File: config.mk
export PLATFORM = sky130hd
export DESIGN_NAME = stt_eval
export DESIGN_NICKNAME = d
export VERILOG_FILES = /design/src/rtl/stt_pkg.sv /design/src/rtl/stt_eval.sv
export SDC_FILE = /design/constraint.sdc
export NUM_CORES = 1
export LEC_CHECK = 0
export ABC_CLOCK_PERIOD_IN_PS = 7000
export BUFFER_PORTS_ARGS = -buffer_cell sky130_fd_sc_hd__buf_2
export CORE_UTILIZATION = 35
export DETAILED_ROUTE_END_ITERATION = 8
export MAX_ROUTING_LAYER = met4
export PLACE_DENSITY = 0.67
export REMOVE_ABC_BUFFERS = 1
export SLEW_MARGIN = 15
export SYNTH_ARGS = -nofsm -noshare
export SYNTH_HDL_FRONTEND = slang
export SYNTH_SLANG_ARGS = --single-unit
File: constraint.sdc
create_clock -name vclk -period 7
set_input_delay 0.35 -clock vclk [all_inputs]
set_output_delay 0.35 -clock vclk [all_outputs]
set_load 0.005 [all_outputs]
File: src/rtl/stt_pkg.sv
// Shared types, constants and helpers for the search transposition table.
// Depends on nothing; stt_eval, the top level and the testbench import it.
package stt_pkg;

    localparam int IndexBits = 16;
    localparam int TagBits   = 64 - IndexBits;

    localparam logic signed [16:0] MateZone      = 17'sd18000;
    localparam logic [6:0]         MoveDepthMin  = 7'd2;

    localparam logic CMD_PROBE = 1'b0;
    localparam logic CMD_STORE = 1'b1;

    typedef enum logic [1:0] {
        KIND_EXACT = 2'd0,
        KIND_UPPER = 2'd1,
        KIND_LOWER = 2'd2
    } t_kind;

    typedef enum logic {
        ST_CLEAR,
        ST_RUN
    } t_state;

    // One table slot. The low key bits are the slot address, so only the tag is kept.
    typedef struct packed {
        logic                used;
        logic [TagBits-1:0]  tag;
        logic signed [15:0]  value;
        logic [15:0]         move;
        logic [6:0]          depth;
        logic [6:0]          ply;
        t_kind               kind;
    } t_entry;

    localparam int EntryBits = $bits(t_entry);

    // Request fields that travel alongside the memory read.
    typedef struct packed {
        logic                store;
        logic [TagBits-1:0]  tag;
        logic signed [15:0]  alpha;
        logic signed [15:0]  beta;
        logic [6:0]          depth;
        logic [6:0]          ply;
    } t_req;

    typedef struct packed {
        logic                hit;
        logic                value_valid;
        logic signed [16:0]  value;
        logic                move_valid;
        logic [15:0]         best_move;
    } t_result;

    // The alpha test comes first, so in an empty window a value at or below alpha is an upper bound.
    function automatic t_kind f_classify(logic signed [15:0] value,
                                         logic signed [15:0] alpha,
                                         logic signed [15:0] beta);
        t_kind kind;
        if (value <= alpha) begin
            kind = KIND_UPPER;
        end else if (value >= beta) begin
            kind = KIND_LOWER;
        end else begin
            kind = KIND_EXACT;
        end
        return kind;
    endfunction

endpackage

File: src/rtl/stt_eval.sv
// Probe evaluation: tag match, depth check, mate score correction and bound test.
// Depends on stt_pkg.
module stt_eval
    import stt_pkg::*;
(
    input  t_entry  i_entry,
    input  t_req    i_req,
    output t_result o_res
);

    logic               w_match;
    logic signed [7:0]  w_diff;
    logic signed [16:0] w_diff_ext;
    logic signed [16:0] w_stored;
    logic signed [16:0] w_corr;
    logic signed [16:0] w_alpha;
    logic signed [16:0] w_beta;
    logic               w_usable;

    always_comb begin
        w_match    = i_entry.used && (i_entry.tag == i_req.tag);
        w_diff     = signed'({1'b0, i_entry.ply}) - signed'({1'b0, i_req.ply});
        w_diff_ext = {{9{w_diff[7]}}, w_diff};
        w_stored   = {i_entry.value[15], i_entry.value};
        w_alpha    = {i_req.alpha[15], i_req.alpha};
        w_beta     = {i_req.beta[15], i_req.beta};

        // Mate scores are stored relative to the storing ply and shifted to this one.
        if (w_stored > MateZone) begin
            w_corr = w_stored + w_diff_ext;
        end else if (w_stored < -MateZone) begin
            w_corr = w_stored - w_diff_ext;
        end else begin
            w_corr = w_stored;
        end

        unique case (i_entry.kind)
            KIND_EXACT: w_usable = 1'b1;
            KIND_UPPER: w_usable = (w_corr <= w_alpha);
            KIND_LOWER: w_usable = (w_corr >= w_beta);
            default:    w_usable = 1'b0;
        endcase

        o_res = '0;
        if (!i_req.store && w_match) begin
            o_res.hit = 1'b1;
            if ((i_entry.depth >= i_req.depth) && w_usable) begin
                o_res.value_valid = 1'b1;
                o_res.value       = w_corr;
            end
            if (i_req.depth > MoveDepthMin) begin
                o_res.move_valid = 1'b1;
                o_res.best_move  = i_entry.move;
            end
        end
    end

endmodule

==> results of run 1 <==
[layout by cell type, fill, tap and decap left out, types with 3 or more instances in the layout]
cell type / n
a211o_1: 5
a211oi_1: 9
a21o_1: 25
a21oi_1: 34
a221o_1: 4
a221oi_1: 3
a22oi_1: 3
a31oi_1: 10
and2_1: 21
buf_2: 228
buf_4: 10
fa_1: 3
ha_1: 83
inv_1: 74
nand2_1: 21
nand2b_1: 8
nand3_1: 13
nand4_1: 6
nor2_1: 34
nor2b_1: 14
nor3_1: 7
nor4_1: 16
o21ai_0: 19
o21bai_1: 7
o221ai_1: 4
xnor2_1: 8
xor2_1: 51
[worst paths after layout]
kind	from	to	cells past startpoint
max	i_entry[2]	o_res[28]	28
min	i_entry[26]	o_res[10]	3
[stage by stage]
stage / setup slack, ps / hold slack, ps / area (µm²) / std cells
detailed placement: 366 / 970 / 5350 / 922
global route: 15.0 / 998 / 5380 / 924
finish: 517 / 969 / 5380 / 924
global placement: 428 / 968 / 5350 / 922
floorplan: 1050 / 810 / 3950 / 544
CTS: 354 / 971 / 5350 / 922
[report_power, final]
group	leakage (nW)	switching, mW	total, mW	internal, mW
sequential	0	0	0	0
combinational	3.09	0.302	0.538	0.236
clock	0.0000127	0	0.0000000383	0.0000000383
[routing by layer]
layer | up-vias | wire length, µm | GRT usage [%]
met5 | - | 0 | -
met4 | 0 | 190 | 3.47
met3 | 19 | 918 | 2.09
met2 | 192 | 6420 | 40.1
met1 | 2129 | 6830 | 32.9
li1 | 2468 | - | -
[final cells by class]
type	count	area (µm²)	share of cell area, %
tap	140	175	3.26
antenna	2	5.00	0.0930
inverter	74	278	5.16
multi-input combinational	470	3710	68.9
timing repair buffer	238	1220	22.6
[worst max-delay path, stage by stage]
cell and delay, ps:
buf_2 90, inv_1 50, ha_1 130, inv_1 60
fa_1 400, a21o_1 170, a21oi_1 220, o21bai_1 90
a21oi_1 180, xnor2_1 220, inv_1 90, ha_1 240
nor4_1 300, a211oi_1 140, a211o_1 360, a21o_1 200
a21o_1 190, or2_1 240, a31oi_2 230, ha_1 280
a21o_1 170, a21oi_1 130, o21ai_0 90, a221oi_1 290
a211oi_1 80, or4b_4 570, a311oi_1 370, buf_2 180
[cell families after synthesis]
| family | count (synthesis) | synth area share [%] |
|---|---|---|
| AO/OA/AOI/OAI | 160 | 28.0 |
| XOR/XNOR | 59 | 12.9 |
| adder cells (fa/ha/maj) | 87 | 27.6 |
| buffers and inverters | 87 | 8.62 |
| multiplexers | 1 | 0.249 |
| AND/OR/NAND/NOR | 163 | 22.7 |
==> flow_summary.json, run 1 <==
{
  "vias": 4808,
  "die-area_um2": 11900,
  "worstPathMaxFanout": 5,
  "synthTopCellsByArea": "ha_1 (26%), xor2_1 (11%), inv_1 (6.9%)",
  "grt_use_total_pct": 24.4,
  "required_ps": 6650,
  "syn_area_um2": 4020,
  "hold_buffers": 0,
  "arrival_ps": 6130,
  "tightest_slew_ps": 1100,
  "viasPerCell": 5.20,
  "crit_path_end_kind": "output port",
  "powerDensity_nw_per_um2": 100,
  "clock_buffer_count": 0,
  "p_total_uw": 538,
  "postCtsSetupRepairBufs": 0,
  "yosysTopAreaCell": "ha_1",
  "antenna_found_initial": 2,
  "overflow": 0,
  "status": "completed",
  "routed_wl_um": 14400,
  "rsz0062_at_grt": "no",
  "pin_count": 228,
  "flops_and_latches": 0,
  "fin_nets": 1063,
  "finish.utilization_pct": 48.8,
  "critical_path_class": "in -> out",
  "synth_cell_types": 69,
  "slew_violations": 0,
  "die_y_um": 109,
  "tns_ps": 0,
  "portBuffers": 228,
  "drv_cap": 0,
  "seq_area_um2": 0,
  "cts_resized": 0,
  "synth.avg_cell_area_um2": 7.22,
  "fillers": 1173,
  "grt_pass1_wl_um": 22200,
  "fmax_mhz": 154,
  "fin_crit_sh_pct": 92.6,
  "seq_area_frac_synth_pct": 0,
  "drtIter0Drc": 208,
  "first_pass_iters": 5,
  "worstSetupStartpointType": "input pin",
  "avgRoutedWirePerCell_um": 15.5,
  "drc_errors": 0,
  "drtAntennaViolNets": 0,
  "finalHoldViolations": 0,
  "hp-class": "in -> out",
  "place.gp.congestion": 0.912,
  "initial_core_util_pct": 36.4,
  "ys_warn_count": 0,
  "yosys.cell_count.top_type": "ha_1",
  "synthTopCellsByCount": "ha_1 (84), inv_1 (74), xor2_1 (51), a21oi_1 (34), nor2_1 (34)",
  "peakVddDrop_uv": 51.5,
  "die_x_um": 109,
  "drive_above_1_share_pct": 32.4,
  "synthCells": 557,
  "row_count": 38,
  "finalSetupViolCount": 0,
  "p_leak_nw": 3.09,
  "dp_hpwl_um": 12600,
  "grt_max_degree": 20,
  "area.growth.synth_to_final_pct": 33.9,
  "synth_top_area_share_pct": 26.2,
  "relSlewSlack_pct": 24.9,
  "grt_pass1_vias": 4544,
  "period_minus_slack_ps": 6480,
  "core_area_um2": 11000
}
No activity file was read; power rests on OpenSTA's default activity.
==> inputs of run 2 (changes only) <==
--- a/config.mk
+++ b/config.mk
@@ -10,7 +10,7 @@
 export CORE_UTILIZATION = 35
 export DETAILED_ROUTE_END_ITERATION = 8
 export MAX_ROUTING_LAYER = met4
-export PLACE_DENSITY = 0.67
+export PLACE_DENSITY = 0.72
 export REMOVE_ABC_BUFFERS = 1
 export SLEW_MARGIN = 15
 export SYNTH_ARGS = -nofsm -noshare
==> run 2 against run 1 <==
Effect of this change: clock-buffer cell count unchanged; sequential share of layout area is the same; power barely moved; non-clock buffer count is the same; via count increased by 1.0%.
==> flow_summary.json, run 2 (synthesis results as in run 1) <==
{
  "status": "completed",
  "drtAntennaViolNets": 0,
  "finalSetupViolCount": 0,
  "fin_crit_sh_pct": 93.3,
  "worstHoldEndpoint": "o_res[2]",
  "slowest_delay_ps": 590,
  "placed_area_um2": 5350,
  "die_y_um": 109,
  "multiInputGateArea_um2": 3690,
  "critical_path_class": "in -> out",
  "grt_max_degree": 20,
  "final_cell_mix": "buf_2 (228), ha_1 (83), inv_1 (74), xor2_1 (51)",
  "p_total_uw": 539,
  "fmax_mhz": 153,
  "timing.hold.ws_ps": 966,
  "relSlewSlack_pct": 46.7,
  "area.growth.synth_to_final_pct": 33.5,
  "drv_cap": 0,
  "portBuffers": 228,
  "hold_buffers": 0,
  "p_leak_nw": 3.09,
  "initial_core_util_pct": 36.4,
  "fin_nets": 1063,
  "flops_and_latches": 0,
  "row_count": 38,
  "min_path_cells": 3,
  "arrival_ps": 6180,
  "slew_violations": 0,
  "period_minus_slack_ps": 6530,
  "hp-start": "i_entry[18]",
  "seq_area_um2": 0,
  "grt_use_total_pct": 24.6,
  "crit_path_end_kind": "output port",
  "grt_util_met1_pct": 33.1,
  "powerDensity_nw_per_um2": 100,
  "finalHoldViolations": 0,
  "die-area_um2": 11900,
  "place.gp.congestion": 0.939,
  "cp_common_cell": "a21o_1",
  "drtIter0Drc": 234,
  "routed_wl_um": 14600,
  "drive_above_1_share_pct": 32.4,
  "fin_cells": 923,
  "vias": 4858,
  "overflow": 0,
  "drc_errors": 0,
  "pin_count": 228,
  "grt_util_met3_pct": 1.79,
  "die_x_um": 109,
  "fillers": 1131,
  "grt_pass1_vias": 4678,
  "final_area_um2": 5370,
  "crit_path_top_delay_cell": "or4b_4",
  "antenna_found_initial": 1,
  "tns_ps": 0,
  "cts_resized": 0,
  "avgRoutedWirePerCell_um": 15.8,
  "rsz0062_at_grt": "no",
  "postCtsSetupRepairBufs": 0,
  "first_pass_iters": 5,
  "peakVddDrop_uv": 53.3,
  "grtUsageMet2_pct": 40.7,
  "worstSetupStartpointType": "input pin",
  "grt-busiest-layer": "met2",
  "clock_buffer_count": 0,
  "grt_pass1_wl_um": 22700,
  "core_area_um2": 11000,
  "viasPerCell": 5.26,
  "dp_hpwl_um": 12600,
  "dp_cells": 922,
  "hp-class": "in -> out",
  "layout_commonest_cell": "buf_2",
  "worstPathMaxFanout": 10,
  "required_ps": 6650,
  "tightest_slew_ps": 798
}
## run 2: critical path, delay by kind of cell
family	cells	cell delay, ps
compound gates	15	2820
xor+xnor	1	120
fa+ha+maj	4	1260
buf+inv	5	500
simple gates	4	1110
## run 2: how the worst max path moves through the flow
stage,endpoint,depth (start not counted),start
3_5_place_dp,o_res[28],27,i_entry[2]
3_3_place_gp,o_res[28],28,i_entry[2]
2_1_floorplan,o_res[28],26,i_entry[2]
6_report,o_res[18],29,i_entry[2]
5_1_grt,o_res[20],28,i_entry[2]
4_1_cts,o_res[28],27,i_entry[2]
## run 2: area by class of cell
type                            instances  area share, %
Inverter                               74           5.18
Multi-Input combinational cell        470           68.9
Tap cell                              140           3.26
Timing Repair Buffer                  238           22.7
Antenna cell                            1         0.0466
## run 2: where the power goes
part	internal, mW	leakage, nW	total, mW	switching (mW)
combinational	0.236	3.09	0.539	0.303
sequential	0	0	0	0
clock	0.0000000191	0.00000634	0.0000000191	0
total	0.236	3.09	0.539	0.303
## run 2: layer usage
metal  up-vias  part of all wire (%)
li1       2468                     -
met3        14                   6.8
met1      2165                    47
met5         -                     0
met4         0                   1.0
met2       211                    45
## run 2: stage by stage
stage | setup slack [ps] | utilization (%)
final | 471 | 48.7
after CTS | 383 | 48.5
after global routing | 108 | 48.7
after floorplan | 1050 | -
after detailed placement | 386 | 48.5
after global placement | 447 | 48.5
