===== src/rtl/stt_ram.sv =====
// Generic single-port synchronous RAM with a registered read port.
// Depends on nothing.
module stt_ram #(
    parameter int Width    = 8,
    parameter int AddrBits = 4
) (
    input  logic                i_clk,
    input  logic                i_we,
    input  logic                i_re,
    input  logic [AddrBits-1:0] i_addr,
    input  logic [Width-1:0]    i_wdata,
    output logic [Width-1:0]    o_rdata
);

    logic [Width-1:0] r_mem [2**AddrBits];
    logic [Width-1:0] r_rdata;

    always_ff @(posedge i_clk) begin
        if (i_we) begin
            r_mem[i_addr] <= i_wdata;
        end
        if (i_re) begin
            r_rdata <= r_mem[i_addr];
        end
    end

    assign o_rdata = r_rdata;

endmodule


===== config.mk =====
export PLATFORM = sky130hd
export DESIGN_NAME = stt_ram
export DESIGN_NICKNAME = d
export VERILOG_FILES = /design/src/rtl/stt_ram.sv
export SDC_FILE = /design/constraint.sdc
export NUM_CORES = 1
export LEC_CHECK = 0
export BUFFER_PORTS_ARGS = -buffer_cell sky130_fd_sc_hd__clkbuf_2
export CAP_MARGIN = 20
export CORE_MARGIN = 2
export CORE_UTILIZATION = 35
export CTS_BUF_LIST = sky130_fd_sc_hd__clkbuf_4
export DETAILED_ROUTE_END_ITERATION = 8
export RECOVER_POWER = 25
export SYNTH_ARGS = -nofsm -noshare
export SYNTH_HDL_FRONTEND = slang
export SYNTH_SLANG_ARGS = --single-unit

===== constraint.sdc =====
create_clock -name i_clk -period 4.6 [get_ports i_clk]
set_input_delay 0.23 -clock i_clk [delete_from_list [all_inputs] [get_ports i_clk]]
set_output_delay 0.23 -clock i_clk [all_outputs]
set_load 0.05 [all_outputs]

==> results_tabular.tex, run 1 <==
\begin{tabular}{lr}
\hline
Metric & Value \\
\hline
\multicolumn{2}{l}{\textbf{Floorplanning}} \\
\quad Top-level port count & 23 \\
\quad Die Span Y & 125 µm \\
\quad Initial standard-cell utilization of the core & 0.357 \\
\quad Placeable Area & 0.0144 mm² \\
\quad Area enclosed by the die boundary & 0.0157 mm² \\
\quad Number of rows in the core area & 44 \\
\quad Die X & 125 µm \\
\multicolumn{2}{l}{\textbf{Yosys}} \\
\quad Count of cell types in the netlist & 17 \\
\quad Sequential share of the synthesized area & 0.793 \\
\quad Fraction of synthesis flops using an asynchronous set or reset pin & 0 \\
\quad Cell type contributing the most total cell area after synthesis & sky130\_fd\_sc\_hd\_\_edfxtp\_1 \\
\quad Most frequent cells after synthesis & sky130\_fd\_sc\_hd\_\_edfxtp\_1 (136), sky130\_fd\_sc\_hd\_\_mux4\_2 (32), sky130\_fd\_sc\_hd\_\_a22oi\_1 (16) \\
\quad Post-synth EDFFs & 136 \\
\quad Synth Area per Inst & 22.4 µm² \\
\quad Leading cell type by number of instances after synthesis & sky130\_fd\_sc\_hd\_\_edfxtp\_1 \\
\quad Primary flip-flop cell chosen by synthesis mapping & sky130\_fd\_sc\_hd\_\_edfxtp\_1 \\
\quad Warnings from Yosys & 0 \\
\quad Top area cells in the synthesized netlist & sky130\_fd\_sc\_hd\_\_edfxtp\_1 (79\%), sky130\_fd\_sc\_hd\_\_mux4\_2 (14\%), sky130\_fd\_sc\_hd\_\_a22oi\_1 (2.3\%), sky130\_fd\_sc\_hd\_\_nor2\_1 (0.95\%), sky130\_fd\_sc\_hd\_\_nand2\_1 (0.66\%) \\
\quad Synth top area share & 0.793 \\
\quad Post-synthesis cell area & 0.00515 mm² \\
\quad Number of synthesized register bits & 136 \\
\quad Net count after synthesis & 245 \\
\quad Post-Synthesis Cells & 230 \\
\multicolumn{2}{l}{\textbf{Detailed routing}} \\
\quad Drt pass-1 iters & 4 \\
\quad Initial detailed-routing violation count & 296 \\
\quad Via count normalized by instance count & 5.12 \\
\quad Via count & 2369 \\
\quad WL per Instance & 22.0 µm \\
\quad Wirelength, routed & 10200 µm \\
\quad DRT antenna net count & 0 \\
\quad Detailed-route DRC error count & 0 \\
\multicolumn{2}{l}{\textbf{CTS}} \\
\quad Maximum buffer depth of the clock tree & 2 \\
\quad CTS Hold Bufs & 0 \\
\quad Clock network latency to the later pin of the worst-skew pair & 510 ps \\
\quad Root buf cell & sky130\_fd\_sc\_hd\_\_clkbuf\_4 \\
\quad TritonCTS clock tree & done \\
\quad Buffer count from post-CTS setup fixing & 0 \\
\quad Sinks on Clock Net & 136 \\
\quad Htree depth & 4 \\
\quad Clock buffers created by TritonCTS & 17 \\
\quad Post-cts gate resize count & 0 \\
\quad Clock slew at the register clock pins of the worst setup and hold paths & 130 ps \\
\multicolumn{2}{l}{\textbf{Timing}} \\
\quad Final worst clock skew & 21.2 ps \\
\quad Period Utilization, post-route & 0.435 \\
\quad Highest achievable clock rate & 0.500 GHz \\
\quad Final setup violation count & 0 \\
\quad Total Negative Setup Slacks & 0 ps \\
\quad Max-slew violation count & 0 \\
\quad Time the final worst path needs with I/O delays and setup & 2000 ps \\
\quad Worst-margin pin slew & 922 ps \\
\quad RSZ-0062 raised after global routing & false \\
\quad Headroom to the max-slew limit & 0.385 \\
\quad Final Hold Slack & 203 ps \\
\quad Number of endpoints with negative hold slack in the final report & 0 \\
\multicolumn{2}{l}{\textbf{Worst setup path}} \\
\quad Number of cells on the worst reg-to-reg path & 3 \\
\quad Reg2reg start & r\_mem[0][2] \\
\quad Crit-path max FO & 27 \\
\quad R2R Setup Slk & 3110 ps \\
\quad Reg-to-reg critical path endpoint & o\_rdata[2] \\
\quad Worst path arrival time & 2250 ps \\
\quad Crit Path Class & in2reg \\
\quad Worst endpoint required time & 4850 ps \\
\quad Element type at the critical path start & primary input \\
\quad Crit. End Element & register \\
\multicolumn{2}{l}{\textbf{Hold path}} \\
\quad Class of the worst hold path & in2reg \\
\quad Number of stages on the worst hold path & 1 \\
\quad Worst min-delay path startpoint & i\_re \\
\quad End point of the worst hold path & o\_rdata[3] \\
\multicolumn{2}{l}{\textbf{Power}} \\
\quad Power density over cell area & 407 mW/mm² \\
\quad Peak ir drop on the vdd network & 0.148 mV \\
\quad Total leakage power & 0.00180 µW \\
\multicolumn{2}{l}{\textbf{GRT}} \\
\quad Number of antenna violations at the first check in global routing & 0 \\
\quad Overflow left after global routing & 0 \\
\quad Pin count of the biggest net entering global routing & 28 \\
\quad GRT Total Usage & 0.137 \\
\quad Number of global-route vias before repair & 2462 \\
\quad Global-route wire length before repair & 15600 µm \\
\multicolumn{2}{l}{\textbf{Placed design}} \\
\quad Gpl congestion & 0.729 \\
\quad Detailed Place HPWL & 6610 µm \\
\quad Buffers added on ports & 22 \\
\multicolumn{2}{l}{\textbf{Run status}} \\
\quad Result of the run & complete, no violations \\
\multicolumn{2}{l}{\textbf{Layout}} \\
\quad Ant diodes & 0 \\
\quad Area growth from synthesis to layout & 11.8\% \\
\quad Final nets & 281 \\
\quad Share of post-route cells with drive strength above 1 & 0.294 \\
\multicolumn{2}{l}{\textbf{Job}} \\
\quad Max cap viols & 0 \\
\hline
\end{tabular}
-- per-layer routing --
| metal | share of wire | vias up | GRT usage |
|---|---|---|---|
| met5 | 0 | - | 0 |
| met4 | 0.0088 | 0 | 0.0464 |
| met3 | 0.063 | 9 | 0.0342 |
| met2 | 0.46 | 83 | 0.201 |
| met1 | 0.47 | 1235 | 0.202 |
| li1 | - | 1042 | - |
-- cells by family (layout without fill, tap and decap cells) --
| group | after synthesis | after routing | share of synthesized area |
|---|---|---|---|
| AOI/OAI and AO/OA | 16 | 16 | 0.0233 |
| buffers and inverters | 11 | 60 | 0.0117 |
| DFF | 136 | 136 | 0.793 |
| muxes | 32 | 32 | 0.140 |
| and+or+nand+nor | 35 | 35 | 0.0316 |
-- critical path, stage by stage --
cell	delay [ps]
sky130_fd_sc_hd__clkbuf_2	680
sky130_fd_sc_hd__buf_4	420
sky130_fd_sc_hd__mux4_2	580
sky130_fd_sc_hd__a22oi_1	250
sky130_fd_sc_hd__nand2_1	90
-- layout make-up --
class                   count  area (µm²)
fillers                  1307        8670
flip-flops and latches    136        4080
multi-input cells          83        1000
well taps                 184         230
clock inverters            14         156
repair buffers             28         146
clock buffers              18         135
-- through the flow --
| step | cell area [µm²] | std cells | utilization | worst slack [ps] | total power [µW] |
|---|---|---|---|---|---|
| after floorplan | 5150 | 230 | - | 2880 | 1520 |
| after global placement | 5460 | 429 | 0.378 | 1930 | 1580 |
| after detailed placement | 5470 | 431 | 0.379 | 1970 | 1580 |
| after CTS | 5760 | 463 | 0.400 | 2540 | 2360 |
| after global routing | 5760 | 463 | 0.399 | 2420 | 2430 |
| final | 5760 | 463 | 0.399 | 2600 | 2340 |
-- flip-flops by register name, indices dropped and copies added (netlist names) --
name and cells:
o_rdata 8, r_mem 128
-- cells in the final DEF (no fill, tap or decap), drive strengths merged --
cell | Yosys | final
inv | 0 | 1
clkinvlp | 0 | 2
nor2b | 2 | 2
nand3 | 1 | 1
clkinv | 0 | 8
nor2 | 13 | 13
nand3b | 2 | 2
or3b | 1 | 1
buf | 8 | 6
nand2b | 2 | 2
edfxtp | 136 | 136
a22oi | 16 | 16
clkbuf | 3 | 40
bufinv | 0 | 3
and2 | 1 | 1
nand2 | 9 | 9
nor3 | 4 | 4
mux4 | 32 | 32
-- report_power, final --
part           total [µW]  leakage (µW)  switching, µW  internal, µW
combinational         146      0.000411           97.4          48.5
sequential           1400       0.00124           7.67          1390
clock                 794      0.000152            416           377
-- how the worst max path moves through the flow --
stage	slack (ps)	from	endpoint	cells past startpoint
after floorplan	2880	i_addr[2]	r_mem[0][0]	2
after global placement	1930	i_addr[0]	o_rdata[5]	5
after detailed placement	1970	i_addr[0]	o_rdata[5]	5
after CTS	2540	i_addr[0]	o_rdata[5]	5
after global routing	2420	i_addr[0]	o_rdata[2]	5
final	2600	i_addr[0]	o_rdata[2]	5
No activity file was read; power rests on OpenSTA's default activity.
==> inputs of run 2 (changes only) <==
==> constraint.sdc (replaced) <==
create_clock -name i_clk -period 2.1 [get_ports i_clk]
set_input_delay 0.105 -clock i_clk [delete_from_list [all_inputs] [get_ports i_clk]]
set_output_delay 0.105 -clock i_clk [all_outputs]
set_load 0.05 [all_outputs]
==> run 2 against run 1 <==
  * Global-route usage down 0.15 points
  * Flip-flop and latch count unchanged
  * Setup slack worse by 2000 ps
  * Combinational power up 130%
  * Cell count up 4.5%
  * Register-to-register slack worse by 2500 ps
  * Hold slack worse by 71 ps
  * Utilization up 1.3 points
  * Critical endpoint is now o_rdata[6]
==> results_tabular.tex, run 2 (synthesized netlist as in run 1, its figures left out) <==
\begin{tabular}{lr}
\hline
Metric & Value \\
\hline
\multicolumn{2}{l}{\textbf{Worst setup path}} \\
\quad Slowest CP cell & sky130\_fd\_sc\_hd\_\_mux4\_2 \\
\quad Critical path buffer and inverter count & 0 (-2) \\
\quad Worst endpoint required time & 2380 ps (-2470 ps) \\
\quad Largest stage delay on the critical path & 480 ps (-200 ps) \\
\quad Worst path arrival time & 1730 ps (-520 ps) \\
\quad R2R Setup Slk & 640 ps (-2470 ps) \\
\quad Crit Path Class & reg2reg \\
\quad Crit. End Element & register \\
\quad Gate family responsible for the most delay along the worst path & multiplexers \\
\quad Cells traversed along the worst timing path & mux4\_2 > a22oi\_1 > nand2\_1 \\
\quad Element type at the critical path start & register \\
\quad Crit-path max FO & 1 (-96\%) \\
\multicolumn{2}{l}{\textbf{Power}} \\
\quad Power density over cell area & 839 mW/mm² (+110\%) \\
\quad Peak ir drop on the vdd network & 0.440 mV (+200\%) \\
\quad Power after layout & 4980 µW (+110\%) \\
\quad Total leakage power & 0.00193 µW (+7.1\%) \\
\multicolumn{2}{l}{\textbf{Timing}} \\
\quad Final setup violation count & 0 (unchanged) \\
\quad Total Negative Setup Slacks & 0 ps (unchanged) \\
\quad Max-slew violation count & 0 (unchanged) \\
\quad Time the final worst path needs with I/O delays and setup & 1460 ps \\
\quad Highest achievable clock rate & 0.687 GHz \\
\quad Number of endpoints with negative hold slack in the final report & 0 (unchanged) \\
\quad RSZ-0062 raised after global routing & false \\
\quad Period Utilization, post-route & 0.693 \\
\quad Worst-margin pin slew & 753 ps (-169 ps) \\
\quad Headroom to the max-slew limit & 0.498 (+0.112) \\
\quad Final worst clock skew & 22.4 ps (+1.23 ps) \\
\multicolumn{2}{l}{\textbf{Floorplanning}} \\
\quad Initial standard-cell utilization of the core & 0.357 (unchanged) \\
\quad Top-level port count & 23 (unchanged) \\
\quad Placeable Area & 0.0144 mm² (unchanged) \\
\quad Number of rows in the core area & 44 (unchanged) \\
\quad Area enclosed by the die boundary & 0.0157 mm² (unchanged) \\
\quad Die Span Y & 125 µm (unchanged) \\
\quad Die X & 125 µm (unchanged) \\
\multicolumn{2}{l}{\textbf{GRT}} \\
\quad Global Route met3 Usage & 0.0411 (+0.00685) \\
\quad GR met2 Demand/Resource & 0.198 (-0.00288) \\
\quad Number of antenna violations at the first check in global routing & 0 (unchanged) \\
\quad GR Util met1 & 0.195 (-0.00730) \\
\quad Global-route wire length before repair & 15500 µm (-0.66\%) \\
\quad Number of global-route vias before repair & 2569 (+4.3\%) \\
\quad Pin count of the biggest net entering global routing & 40 (+43\%) \\
\quad GRT Total Usage & 0.136 (-0.00150) \\
\quad Layer with the highest usage after global routing & met2 \\
\quad Overflow left after global routing & 0 (unchanged) \\
\multicolumn{2}{l}{\textbf{CTS}} \\
\quad Clock network latency to the later pin of the worst-skew pair & 530 ps (+20 ps) \\
\quad TritonCTS clock tree & done \\
\quad Clock slew at the register clock pins of the worst setup and hold paths & 130 ps (about the same) \\
\quad Maximum buffer depth of the clock tree & 2 (unchanged) \\
\quad Clock buffers created by TritonCTS & 17 (unchanged) \\
\quad Root buf cell & sky130\_fd\_sc\_hd\_\_clkbuf\_4 \\
\quad Post-cts gate resize count & 0 (unchanged) \\
\quad Sinks on Clock Net & 136 (unchanged) \\
\quad Htree depth & 4 (unchanged) \\
\multicolumn{2}{l}{\textbf{Placed design}} \\
\quad Placed cells & 449 (+4.2\%) \\
\quad Detailed Place HPWL & 6650 µm (+0.59\%) \\
\quad Buffers added on ports & 22 (unchanged) \\
\quad Gpl congestion & 0.756 (+3.6\%) \\
\multicolumn{2}{l}{\textbf{Layout}} \\
\quad Post-route non-filler standard cell count & 484 (+4.5\%) \\
\quad Leading cell types in the layout, fill and taps excluded & sky130\_fd\_sc\_hd\_\_edfxtp\_1 (136), sky130\_fd\_sc\_hd\_\_mux4\_2 (32), sky130\_fd\_sc\_hd\_\_buf\_4 (21), sky130\_fd\_sc\_hd\_\_clkbuf\_4 (18), sky130\_fd\_sc\_hd\_\_clkbuf\_2 (17) \\
\quad Area growth from synthesis to layout & 15.4\% \\
\quad Share of post-route cells with drive strength above 1 & 0.350 (+0.0561) \\
\quad Register containing the most flip-flops in the final layout & r\_mem \\
\quad Ant diodes & 0 (unchanged) \\
\quad Most frequent standard cell in the layout excluding fill and tap cells & sky130\_fd\_sc\_hd\_\_edfxtp\_1 \\
\quad Number of flip-flops in the largest register & 128 (unchanged) \\
\quad Share of the core filled with cells & 0.412 (+0.0127) \\
\quad Final nets & 303 (+7.8\%) \\
\multicolumn{2}{l}{\textbf{Job}} \\
\quad Max cap viols & 0 (unchanged) \\
\multicolumn{2}{l}{\textbf{Detailed routing}} \\
\quad DRT antenna net count & 0 (unchanged) \\
\quad Drt pass-1 iters & 4 (unchanged) \\
\quad Detailed-route DRC error count & 0 (unchanged) \\
\quad Via count normalized by instance count & 5.15 (+0.71\%) \\
\quad Wirelength, routed & 10000 µm (-1.9\%) \\
\quad Initial detailed-routing violation count & 194 (-34\%) \\
\quad WL per Instance & 20.7 µm (-6.1\%) \\
\quad Via count & 2494 (+5.3\%) \\
\multicolumn{2}{l}{\textbf{Hold path}} \\
\quad Class of the worst hold path & in2reg \\
\multicolumn{2}{l}{\textbf{Run status}} \\
\quad Result of the run & complete, no violations \\
\hline
\end{tabular}
==> run 2: cell count changes in the layout (fill, tap and decap cells not counted), sizes merged <==
cell,before,now
bufinv,3,1
clkinvlp,2,0
inv,1,3
dlygate4sd3,0,4
buf,6,24
clkinv,8,9
==> run 2: routing by layer <==
metal  up-vias  part of all wire
li1       1095                 -
met1      1298              0.46
met2        85              0.46
met3        16             0.064
met4         0             0.017
met5         -                 0
==> run 2: worst register-to-register path, delay by kind of cell, from the launching register on <==
family           cells  cell delay (ps)
AO/OA/AOI/OAI        1              250
flip-flops           1              390
multiplexers         1              480
AND/OR/NAND/NOR      1               80
==> run 2: worst paths after layout <==
| check | from | endpoint | cells past startpoint |
|---|---|---|---|
| min | i_wdata[6] | r_mem[9][6] | 1 |
| min reg2reg | r_mem[7][3] | o_rdata[3] | 3 |
| max reg2reg | r_mem[8][6] | o_rdata[6] | 3 |
| max | r_mem[8][6] | o_rdata[6] | 3 |
==> run 2: repair_timing <==
item	CTS	global route
hold buffers	4	0
buffers inserted	0	0
hold endpoints to repair	29	0
==> run 2: metrics by stage <==
step / instance area [µm²] / worst slack [ps] / hold WS, ps
floorplan: 5150 / 502 / 204
global placement: 5650 / 338 / 512
detailed placement: 5650 / 341 / 518
CTS: 5940 / 607 / 2.65
global route: 5940 / 536 / 132
finish: 5940 / 645 / 132
==> run 2: power by group <==
part           internal, µW  switching [µW]  leakage [µW]
Clock                   609             967      0.000147
Sequential             3050            19.3       0.00124
Combinational           128             207      0.000543
Total                  3790            1190       0.00193
==> run 2: final cells by class <==
type	count	area, µm²
clock buffers	18	135
clock inverters	13	124
fillers	1268	8490
multi-input cells	83	1000
flip-flops and latches	136	4080
well taps	184	230
repair buffers	50	362
